## src/tsmp_pkg.sv

```systemverilog
`timescale 1ns / 1ps

package tsmp_pkg;

   // Field widths.
   localparam int PosW  = 16;
   localparam int SpdW  = 20;
   localparam int StepW = 16;
   localparam int RateW = 29;
   localparam int MaxW  = 19;
   localparam int TolW  = 15;

   // Shared multiplier: signed 30 x signed 17 gives a 47-bit product.
   localparam int MulAW = 30;
   localparam int MulBW = 17;
   localparam int ProdW = MulAW + MulBW;

   // Travel bound (1.0 in Q2.14) and the hard speed limit (16.0).
   localparam logic signed [PosW-1:0] POS_ONE   = 16'sd16384;
   localparam logic [MaxW-1:0]        SPEED_CAP = 19'd262144;

   // Register reset values.
   localparam logic [MaxW-1:0]  MAX_SPEED_RST = 19'd163840;
   localparam logic [RateW-1:0] ACCEL_RST     = 29'd16384000;
   localparam logic [RateW-1:0] DECEL_RST     = 29'd163840000;
   localparam logic [TolW-1:0]  TOL_RST       = 15'd164;

   typedef enum logic [1:0] {
      REG_MAX_SPEED,
      REG_ACCEL_RATE,
      REG_DECEL_RATE,
      REG_REACH_TOL
   } reg_index_type;

   typedef struct packed {
      logic [MaxW-1:0]  max_speed;
      logic [RateW-1:0] accel_rate;
      logic [RateW-1:0] decel_rate;
      logic [TolW-1:0]  reach_tolerance;
   } cfg_type;

   typedef enum logic [2:0] {
      ST_IDLE,
      ST_RATE,
      ST_SPEED,
      ST_MOVE,
      ST_COMMIT
   } seq_state_type;

endpackage

```

## src/tsmp_csr.sv

```systemverilog
`timescale 1ns / 1ps

module tsmp_csr (
   input  logic                   clock,
   input  logic                   reset,
   input  logic                   csr_psel,
   input  logic                   csr_penable,
   input  logic                   csr_pwrite,
   input  logic [3:0]             csr_paddr,
   input  logic [31:0]            csr_pwdata,
   output logic [31:0]            csr_prdata,
   output logic                   csr_pready,
   output tsmp_pkg::cfg_type      cfg
);

   tsmp_pkg::cfg_type       cfg_ff;
   tsmp_pkg::cfg_type       cfg_in;
   tsmp_pkg::reg_index_type index;
   logic                    wr_en;

   assign index      = tsmp_pkg::reg_index_type'(csr_paddr[3:2]);
   assign wr_en      = csr_psel & csr_penable & csr_pwrite;
   assign csr_pready = 1'b1;
   assign cfg        = cfg_ff;

   // Write decode: the access cycle of a write transfer updates one register.
   always_comb begin
      cfg_in = cfg_ff;
      if (wr_en) begin
         unique case (index)
            tsmp_pkg::REG_MAX_SPEED:  cfg_in.max_speed = csr_pwdata[tsmp_pkg::MaxW-1:0];
            tsmp_pkg::REG_ACCEL_RATE: cfg_in.accel_rate = csr_pwdata[tsmp_pkg::RateW-1:0];
            tsmp_pkg::REG_DECEL_RATE: cfg_in.decel_rate = csr_pwdata[tsmp_pkg::RateW-1:0];
            tsmp_pkg::REG_REACH_TOL:  cfg_in.reach_tolerance = csr_pwdata[tsmp_pkg::TolW-1:0];
            default: cfg_in = cfg_ff;
         endcase
      end
   end

   always_ff @(posedge clock) begin
      if (reset) begin
         cfg_ff.max_speed       <= tsmp_pkg::MAX_SPEED_RST;
         cfg_ff.accel_rate      <= tsmp_pkg::ACCEL_RST;
         cfg_ff.decel_rate      <= tsmp_pkg::DECEL_RST;
         cfg_ff.reach_tolerance <= tsmp_pkg::TOL_RST;
      end else begin
         cfg_ff <= cfg_in;
      end
   end

   // Read data, zero extended.
   always_comb begin
      unique case (index)
         tsmp_pkg::REG_MAX_SPEED:  csr_prdata = 32'(cfg_ff.max_speed);
         tsmp_pkg::REG_ACCEL_RATE: csr_prdata = 32'(cfg_ff.accel_rate);
         tsmp_pkg::REG_DECEL_RATE: csr_prdata = 32'(cfg_ff.decel_rate);
         tsmp_pkg::REG_REACH_TOL:  csr_prdata = 32'(cfg_ff.reach_tolerance);
         default:                  csr_prdata = '0;
      endcase
   end

endmodule

```

## src/tsmp_mul.sv

```systemverilog
`timescale 1ns / 1ps

module tsmp_mul (
   input  logic                                 clock,
   input  logic signed [tsmp_pkg::MulAW-1:0]    mul_a,
   input  logic signed [tsmp_pkg::MulBW-1:0]    mul_b,
   output logic signed [tsmp_pkg::ProdW-1:0]    product
);

   logic signed [tsmp_pkg::ProdW-1:0] product_ff;
   logic signed [tsmp_pkg::ProdW-1:0] product_in;

   // Full signed product, registered before use.
   assign product_in = mul_a * mul_b;
   assign product    = product_ff;

   always_ff @(posedge clock) begin
      product_ff <= product_in;
   end

endmodule

```

## src/target_seeking_motion_profile.sv

```systemverilog
`timescale 1ns / 1ps

// Target-seeking motion profile with acceleration limit.
// Request channel (req_): one transfer per tick carries a target position
// (Q2.14) and a time step (Q0.16 s). Response channel (rsp_): one transfer
// per tick returns the new position, the new speed and a flag telling whether
// the target was within the reach tolerance at the start of the tick.
// After the request transfer a tick works in steps: one product of
// rate and time step, one speed update, one product of speed and time step,
// and the position update. Both products go through a single shared
// multiplier, so the steps run one after another. The block takes no new
// request until the current tick commits; req_ready is high only while the
// sequencer is idle.
// The response sits in an output register; while the receiver stalls, the
// next tick may still be accepted and computed, but it holds in its last step
// until the output register is free.
// Reset clears position and speed to zero and loads the register defaults.
// The registers (max_speed, accel_rate, decel_rate, reach_tolerance at byte
// addresses 0, 4, 8, 12) should be written only while the block is idle.
module target_seeking_motion_profile (
   input  logic                                 clock,
   input  logic                                 reset,
   input  logic                                 req_valid,
   output logic                                 req_ready,
   input  logic signed [tsmp_pkg::PosW-1:0]     req_target_position,
   input  logic [tsmp_pkg::StepW-1:0]           req_time_step,
   output logic                                 rsp_valid,
   input  logic                                 rsp_ready,
   output logic signed [tsmp_pkg::PosW-1:0]     rsp_position,
   output logic signed [tsmp_pkg::SpdW-1:0]     rsp_speed,
   output logic                                 rsp_target_reached,
   input  logic                                 csr_psel,
   input  logic                                 csr_penable,
   input  logic                                 csr_pwrite,
   input  logic [3:0]                           csr_paddr,
   input  logic [31:0]                          csr_pwdata,
   output logic [31:0]                          csr_prdata,
   output logic                                 csr_pready
);

   localparam int OffW = tsmp_pkg::PosW + 1;
   localparam int SumW = tsmp_pkg::RateW + 2;
   localparam int DelW = tsmp_pkg::SpdW + 1;
   localparam int PsW  = tsmp_pkg::PosW + 6;

   tsmp_pkg::cfg_type       cfg;
   tsmp_pkg::seq_state_type state_ff, state_in;

   logic signed [tsmp_pkg::PosW-1:0]  pos_ff, pos_in;
   logic signed [tsmp_pkg::SpdW-1:0]  spd_ff, spd_in;
   logic signed [tsmp_pkg::PosW-1:0]  target_ff;
   logic [tsmp_pkg::StepW-1:0]        dt_ff;
   logic                              reached_ff, to_pos_ff, to_neg_ff, decel_ff;
   logic signed [tsmp_pkg::SpdW-1:0]  spd_new_ff, spd_new_in;
   logic                              rsp_valid_ff;
   logic signed [tsmp_pkg::PosW-1:0]  rsp_position_ff;
   logic signed [tsmp_pkg::SpdW-1:0]  rsp_speed_ff;
   logic                              rsp_reached_ff;

   logic                              load_req, eval_dir, load_spd, commit_go, sel_move;
   logic                              out_free;

   logic signed [tsmp_pkg::MulAW-1:0] mul_a;
   logic signed [tsmp_pkg::MulBW-1:0] mul_b;
   logic signed [tsmp_pkg::ProdW-1:0] product;

   logic signed [OffW-1:0]            offset, tol_ext;
   logic                              reached, to_pos, to_neg, decel;
   logic [tsmp_pkg::RateW-1:0]        rate_sel, dspd;
   logic signed [SumW-1:0]            spd_ext, dspd_ext, spd_sum, spd_lim;
   logic [tsmp_pkg::MaxW-1:0]         limit;
   logic signed [DelW-1:0]            pos_delta;
   logic signed [PsW-1:0]             pos_sum;
   logic                              pos_hi, pos_lo;

   function automatic logic signed [tsmp_pkg::MulAW-1:0] MulAWExt(
      input logic signed [tsmp_pkg::SpdW-1:0] v);
      MulAWExt = tsmp_pkg::MulAW'(v);
   endfunction

   tsmp_csr u_csr (
      .clock       (clock),
      .reset       (reset),
      .csr_psel    (csr_psel),
      .csr_penable (csr_penable),
      .csr_pwrite  (csr_pwrite),
      .csr_paddr   (csr_paddr),
      .csr_pwdata  (csr_pwdata),
      .csr_prdata  (csr_prdata),
      .csr_pready  (csr_pready),
      .cfg         (cfg)
   );

   tsmp_mul u_mul (
      .clock   (clock),
      .mul_a   (mul_a),
      .mul_b   (mul_b),
      .product (product)
   );

   assign out_free = ~rsp_valid_ff | rsp_ready;

   // Sequencer: next state and step strobes.
   always_comb begin
      state_in  = state_ff;
      req_ready = 1'b0;
      load_req  = 1'b0;
      eval_dir  = 1'b0;
      load_spd  = 1'b0;
      sel_move  = 1'b0;
      commit_go = 1'b0;
      unique case (state_ff)
         tsmp_pkg::ST_IDLE: begin
            req_ready = 1'b1;
            if (req_valid) begin
               load_req = 1'b1;
               state_in = tsmp_pkg::ST_RATE;
            end
         end
         tsmp_pkg::ST_RATE: begin
            eval_dir = 1'b1;
            state_in = tsmp_pkg::ST_SPEED;
         end
         tsmp_pkg::ST_SPEED: begin
            load_spd = 1'b1;
            state_in = tsmp_pkg::ST_MOVE;
         end
         tsmp_pkg::ST_MOVE: begin
            sel_move = 1'b1;
            state_in = tsmp_pkg::ST_COMMIT;
         end
         tsmp_pkg::ST_COMMIT: begin
            // Keep the speed product in the multiplier while the tick waits.
            sel_move = 1'b1;
            if (out_free) begin
               commit_go = 1'b1;
               state_in  = tsmp_pkg::ST_IDLE;
            end
         end
         default: state_in = tsmp_pkg::ST_IDLE;
      endcase
   end

   always_ff @(posedge clock) begin
      if (reset) begin
         state_ff <= tsmp_pkg::ST_IDLE;
      end else begin
         state_ff <= state_in;
      end
   end

   // Offset to the target, reach test and direction of the speed change.
   assign offset  = OffW'(target_ff) - OffW'(pos_ff);
   assign tol_ext = $signed({2'b00, cfg.reach_tolerance});
   assign reached = (offset > -tol_ext) && (offset < tol_ext);
   assign to_pos  = offset > 0;
   assign to_neg  = offset < 0;
   assign decel   = (to_pos && spd_ff < 0) || (to_neg && spd_ff > 0);
   assign rate_sel = decel ? cfg.decel_rate : cfg.accel_rate;

   // Multiplier operands: rate times step first, then speed times step.
   assign mul_a = sel_move ? MulAWExt(spd_new_ff) : $signed({1'b0, rate_sel});
   assign mul_b = $signed({1'b0, dt_ff});

   // Speed update: zero if reached, else one add or subtract, stop at zero when braking, then limit.
   assign dspd     = product[tsmp_pkg::RateW+15:16];
   assign spd_ext  = SumW'(spd_ff);
   assign dspd_ext = $signed({2'b00, dspd});
   assign limit    = (cfg.max_speed > tsmp_pkg::SPEED_CAP) ? tsmp_pkg::SPEED_CAP
                                                          : cfg.max_speed;

   always_comb begin
      if (reached_ff) begin
         spd_sum = '0;
      end else if (to_pos_ff) begin
         spd_sum = spd_ext + dspd_ext;
         if (decel_ff && spd_sum > 0) begin
            spd_sum = '0;
         end
      end else if (to_neg_ff) begin
         spd_sum = spd_ext - dspd_ext;
         if (decel_ff && spd_sum < 0) begin
            spd_sum = '0;
         end
      end else begin
         spd_sum = spd_ext;
      end
      spd_lim = spd_sum;
      if (spd_sum > $signed({12'd0, limit})) begin
         spd_lim = $signed({12'd0, limit});
      end else if (spd_sum < -$signed({12'd0, limit})) begin
         spd_lim = -$signed({12'd0, limit});
      end
      spd_new_in = spd_lim[tsmp_pkg::SpdW-1:0];
   end

   // Position update with clamping to the travel range.
   assign pos_delta = product[DelW+15:16];
   assign pos_sum   = PsW'(pos_ff) + PsW'(pos_delta);
   assign pos_hi    = pos_sum > PsW'(tsmp_pkg::POS_ONE);
   assign pos_lo    = pos_sum < -PsW'(tsmp_pkg::POS_ONE);

   always_comb begin
      pos_in = pos_sum[tsmp_pkg::PosW-1:0];
      spd_in = spd_new_ff;
      if (pos_hi) begin
         pos_in = tsmp_pkg::POS_ONE;
         spd_in = '0;
      end else if (pos_lo) begin
         pos_in = -tsmp_pkg::POS_ONE;
         spd_in = '0;
      end
   end

   // Working registers of one tick.
   always_ff @(posedge clock) begin
      if (load_req) begin
         target_ff <= req_target_position;
         dt_ff     <= req_time_step;
      end
      if (eval_dir) begin
         reached_ff <= reached;
         to_pos_ff  <= to_pos;
         to_neg_ff  <= to_neg;
         decel_ff   <= decel;
      end
      if (load_spd) begin
         spd_new_ff <= spd_new_in;
      end
   end

   // Kept state: position and speed.
   always_ff @(posedge clock) begin
      if (reset) begin
         pos_ff <= '0;
         spd_ff <= '0;
      end else if (commit_go) begin
         pos_ff <= pos_in;
         spd_ff <= spd_in;
      end
   end

   // Output register of the response channel.
   always_ff @(posedge clock) begin
      if (reset) begin
         rsp_valid_ff <= 1'b0;
      end else if (commit_go) begin
         rsp_valid_ff <= 1'b1;
      end else if (rsp_ready) begin
         rsp_valid_ff <= 1'b0;
      end
   end

   always_ff @(posedge clock) begin
      if (commit_go) begin
         rsp_position_ff <= pos_in;
         rsp_speed_ff    <= spd_in;
         rsp_reached_ff  <= reached_ff;
      end
   end

   assign rsp_valid          = rsp_valid_ff;
   assign rsp_position       = rsp_position_ff;
   assign rsp_speed          = rsp_speed_ff;
   assign rsp_target_reached = rsp_reached_ff;

   // A new response appears only from the last step of a tick.
   a_rsp_from_commit: assert property (@(posedge clock) disable iff (reset)
      $rose(rsp_valid_ff) |-> $past(state_ff == tsmp_pkg::ST_COMMIT))
      else $error("response raised outside the commit step");

   // A finished tick waits while the output register is still occupied.
   a_commit_holds: assert property (@(posedge clock) disable iff (reset)
      (state_ff == tsmp_pkg::ST_COMMIT && rsp_valid_ff && !rsp_ready)
      |=> (state_ff == tsmp_pkg::ST_COMMIT && $stable(pos_ff)))
      else $error("tick committed over a pending response");

   // Kept position stays within the travel range.
   a_pos_range: assert property (@(posedge clock) disable iff (reset)
      (pos_ff <= tsmp_pkg::POS_ONE) && (pos_ff >= -tsmp_pkg::POS_ONE))
      else $error("position left the travel range");

   // Kept speed never exceeds the hard limit.
   a_spd_range: assert property (@(posedge clock) disable iff (reset)
      (spd_ff <= $signed({1'b0, tsmp_pkg::SPEED_CAP}))
      && (spd_ff >= -$signed({1'b0, tsmp_pkg::SPEED_CAP})))
      else $error("speed beyond the hard limit");

   // Position and speed change only when a tick commits.
   a_state_only_on_commit: assert property (@(posedge clock) disable iff (reset)
      (state_ff != tsmp_pkg::ST_COMMIT) |=> ($stable(pos_ff) && $stable(spd_ff)))
      else $error("kept state changed outside a commit");

endmodule
```

## config.mk

```make
export PLATFORM = sky130hd
export DESIGN_NAME = target_seeking_motion_profile
export DESIGN_NICKNAME = d
export VERILOG_FILES = /design/src/tsmp_pkg.sv /design/src/tsmp_csr.sv /design/src/tsmp_mul.sv /design/src/target_seeking_motion_profile.sv
export SDC_FILE = /design/constraint.sdc
export NUM_CORES = 2
export LEC_CHECK = 0
export ABC_AREA = 1
export BUFFER_PORTS_ARGS = -buffer_cell sky130_fd_sc_hd__buf_2
export CAP_MARGIN = 20
export CORE_ASPECT_RATIO = 0.5
export CORE_MARGIN = 3
export CORE_UTILIZATION = 45
export DETAILED_ROUTE_END_ITERATION = 10
export SLEW_MARGIN = 0
export SYNTH_ARGS = -nofsm -noshare
export SYNTH_HDL_FRONTEND = slang
export SYNTH_SLANG_ARGS = --single-unit
```

## constraint.sdc

```tcl
create_clock -name clock -period 9.48 [get_ports clock]
set_clock_uncertainty 0.1 [all_clocks]
set_input_delay 1.422 -clock clock [delete_from_list [all_inputs] [get_ports clock]]
set_output_delay 1.422 -clock clock [all_outputs]
set_load 0.005 [all_outputs]
```

==> impl_results.md <==
* Post-Route WL at 130 mm
* Die W at 407 um
* Root Driver: clkbuf_16
* Area leader, netlist: fa_1
* ANT cells at 0
* Adder-Cell Fraction of Synth Area at between 30% and 40%
* Mean area per synthesized cell at 7.43 um2
* Combinational Power Share at roughly four fifths
* Routed length per instance at 21.6 um
* HPWL Detailed at 106 mm
* DIE HEIGHT at 206 um
* Pwr dens at 395 nW/um2
* CTS buffer count at 28
* Post-synth EDFFs at 93
* Yosys warning total at 0
* Synth cell types at 59
* 1st-pass router iterations at 7
* Share of post-route cells with drive strength above 1 at 7.31%
* Number of global-route vias before repair at 32960
* RSZ-0062 raised after global routing: no
* Critical path capture point type: flop
* Synth async-reset ratio at 0%
* I/O Buffers at 137
* Vias at between 30000 and 40000
* Hold Vio Cnt, Final at 0
* Nets at 5738
* Final core occ at 49.8%
* Max Slew Vio Count at 0
* Max IR drop VDD at about 0.9 mV
* Post-Synth Simple-Gate Area at 22.1%
* H-tree Lvls at 1
* Antenna violations before repair at 3
* Cell mode on critical path: inv_1
* Post-CTS Hold Fix Bufs at 0
* Top cell type's share of synthesized area at between 20% and 30%
* Switch share at between 60% and 70%
* Grt ovf at 0
* Mapped Cells at 4871
* Final setup fails at 0
* Slowest library cell on the worst path: fa_1
* Post-synthesis cell area at around 36000 um2
* Post-synthesis sequential area ratio at 16.6%
* DR vias/cell at between 5 and 6
* Layout area overhead at 7.92%
* Sw power at between 9 and 10 mW
* Clock share of power at 7.7%
* Die ar. at around 84000 um2
* R2r setup slk at 0.46 ns
* LEAKAGE at ~20 nW
* Outcome: completed
* Synthesized flop and latch total at between 200 and 300
* Routability cong. at 0.960
* Seq pwr share at 10.7%
* Min Clock Period, post-route at around 9 ns
* Clock sink count at 254
* PostCTS Resize Cnt at 0
* Largest family of logic cells by synthesized area: adder cells
* Crit path largest cell delay at 0.56 ns
* Drt drc at 0
* First-pass GRT wire length at 199 mm
* CTS tree: yes
* Cell internal pwr at 6.13 mW
* Ports at 147
* Floorplan row count at 72
* Remaining antenna violation count after routing at 0
* Top cells by area, synth: fa_1 25%, inv_1 10%, ha_1 9.9%
* Post-synthesis mux area share at 0.0311%
* Post-CTS Setup Bufs at 0
* Worst Path Required at 9.87 ns
* Worst slew pin tran at 1.12 ns
* Starting DRT DRC Count at 3158
* CP arrival at 9.41 ns
* Post-Route Setup TNS at 0 ns
* Core area at a little under 80000 um2
* Compound-Gate Fraction of Synth Area at 11.0%
* Max_slew headroom at 24.8%
* Worst-path clk slew at 0.08 ns
* Hold WC Path Type: flop to flop
* Clock Path Buffers at 3
* FMAX at between 100 and 150 MHz
* Worst Path Max Fanout at 29
* Tcrit/Tclk final at 95.2%
* Initial core utilization at 46.1%
* Setup CP Type: flop to flop
* Max Cap Viol at 0
* Total GRT Usage at 31.3%
* Clock latency at the later pin of the worst-skew pair at around 0.63 ns
* Startpoint types: flop
* Largest net degree at the start of global routing at 96
* Xor and xnor area share after synthesis at about 2.7%
* Top FF cell, synth: dfxtp_1
-- synthesized netlist by cell type, drive strengths merged, types with 2 or more instances --
cell,count
a21o,13
a21oi,311
nor2,521
clkbuf,120
nor4,13
clkinv,5
conb,2
o221ai,12
nand3b,7
o211ai,22
a211oi,8
and2,3
buf,78
or2,22
o21bai,17
a31oi,17
o21ai,287
nand2,758
a21boi,6
edfxtp,93
o31ai,8
dfxtp,161
inv,978
nand4,46
and3,2
xnor2,34
fa,451
xor2,78
nand3,460
o311ai,4
o21a,8
o2111ai,3
nor3,30
ha,285
-- stage by stage --
stage | hold slack, ns | instances | total power [mW] | setup WS [ns] | instance area [um2]
final | 0.387 | 6022 | 15.4 | 0.459 | 39000
after floorplan | 0.345 | 4873 | 9.40 | 1.71 | 36200
after CTS | 0.387 | 6021 | 15.2 | 0.129 | 38900
after global routing | 0.418 | 6022 | 16.8 | 0.00958 | 39000
after global placement | 0.365 | 5969 | 13.9 | 0.212 | 38000
after detailed placement | 0.373 | 5969 | 13.9 | 0.152 | 38000
-- path summary, 6_finish.rpt --
| path | end | depth (start not counted) | start |
|---|---|---|---|
| setup / recovery | u_mul.product[34] | 44 | target_ff[0] |
| hold / removal | u_csr.cfg[70] | 2 | u_csr.cfg[70] |
| setup reg to reg | u_mul.product[34] | 44 | target_ff[0] |
| hold reg to reg | u_csr.cfg[70] | 2 | u_csr.cfg[70] |
-- cell families (layout without fill, tap and decap cells) --
| kind of cell | count (synthesis) | after routing |
|---|---|---|
| xor+xnor | 112 | 112 |
| mux | 1 | 1 |
| other cells | 2 | 4 |
| compound gates | 721 | 721 |
| buf+inv | 1181 | 1257 |
| flops | 254 | 254 |
| simple gates | 1864 | 1864 |
| fa+ha+maj | 736 | 736 |
-- layer usage --
metal,global-route usage (%),routed length (um),vias to the layer above
li1,-,-,15475
met1,45.5,59600,16165
met2,47.1,54400,1354
met3,5.97,11700,200
met4,9.51,4350,0
met5,0,0,-
-- placed cells by master, fill, tap and decap left out, types with 9 or more instances in the layout --
cell type,count
inv_1,970
nand2_1,744
nor2_1,516
fa_1,451
nand3_1,444
a21oi_1,305
ha_1,285
o21ai_0,265
dfxtp_1,161
buf_2,137
edfxtp_1,93
buf_4,83
xor2_1,76
nand4_1,46
xnor2_1,34
clkbuf_16,30
nor3_1,29
o211ai_1,22
or2_2,21
o21bai_1,17
a31oi_1,16
nand3_2,16
nor4_1,13
a21o_1,13
o221ai_1,12
o21ai_1,11
o21ai_2,9
-- layout make-up --
type | instances | area [um2]
Fill cell | 7917 | 39400
Timing Repair Buffer | 222 | 1340
Clock inverter | 19 | 188
Clock buffer | 33 | 772
Multi-Input combinational cell | 3438 | 25700
Sequential cell | 254 | 6020
Tap cell | 1073 | 1340
Inverter | 983 | 3690
-- power by group through the flow --
stage               registers [mW]  clock network, mW  logic, mW
CTS                           1.63               1.21       12.4
finish                        1.65               1.19       12.6
detailed placement            1.65                  0       12.3
global route                  1.64               1.25       13.9
global placement              1.65                  0       12.2
floorplan                     1.47                  0       7.93
-- registers in the layout (all words and copies together), names as in the netlist --
name / cells
rsp_valid: 1
reached_ff: 1
u_mul.product: 29
spd_ff: 20
state_ff: 3
pos_ff: 16
to_neg_ff: 1
rsp_position: 16
decel_ff: 1
rsp_speed: 20
u_csr.cfg: 92
spd_new_ff: 20
target_ff: 16
dt_ff: 16
to_pos_ff: 1
rsp_target_reached: 1
-- worst max-delay path, delay by kind of cell (launching register included) --
family | cells | cell delay [ns]
adders and majority gates | 9 | 3.95
AOI/OAI and AO/OA | 11 | 1.63
and+or+nand+nor | 12 | 1.34
buffers and inverters | 11 | 1.08
xor gates and xnor gates | 1 | 0.40
DFF | 1 | 0.32
(Power assumes the default switching activity.)
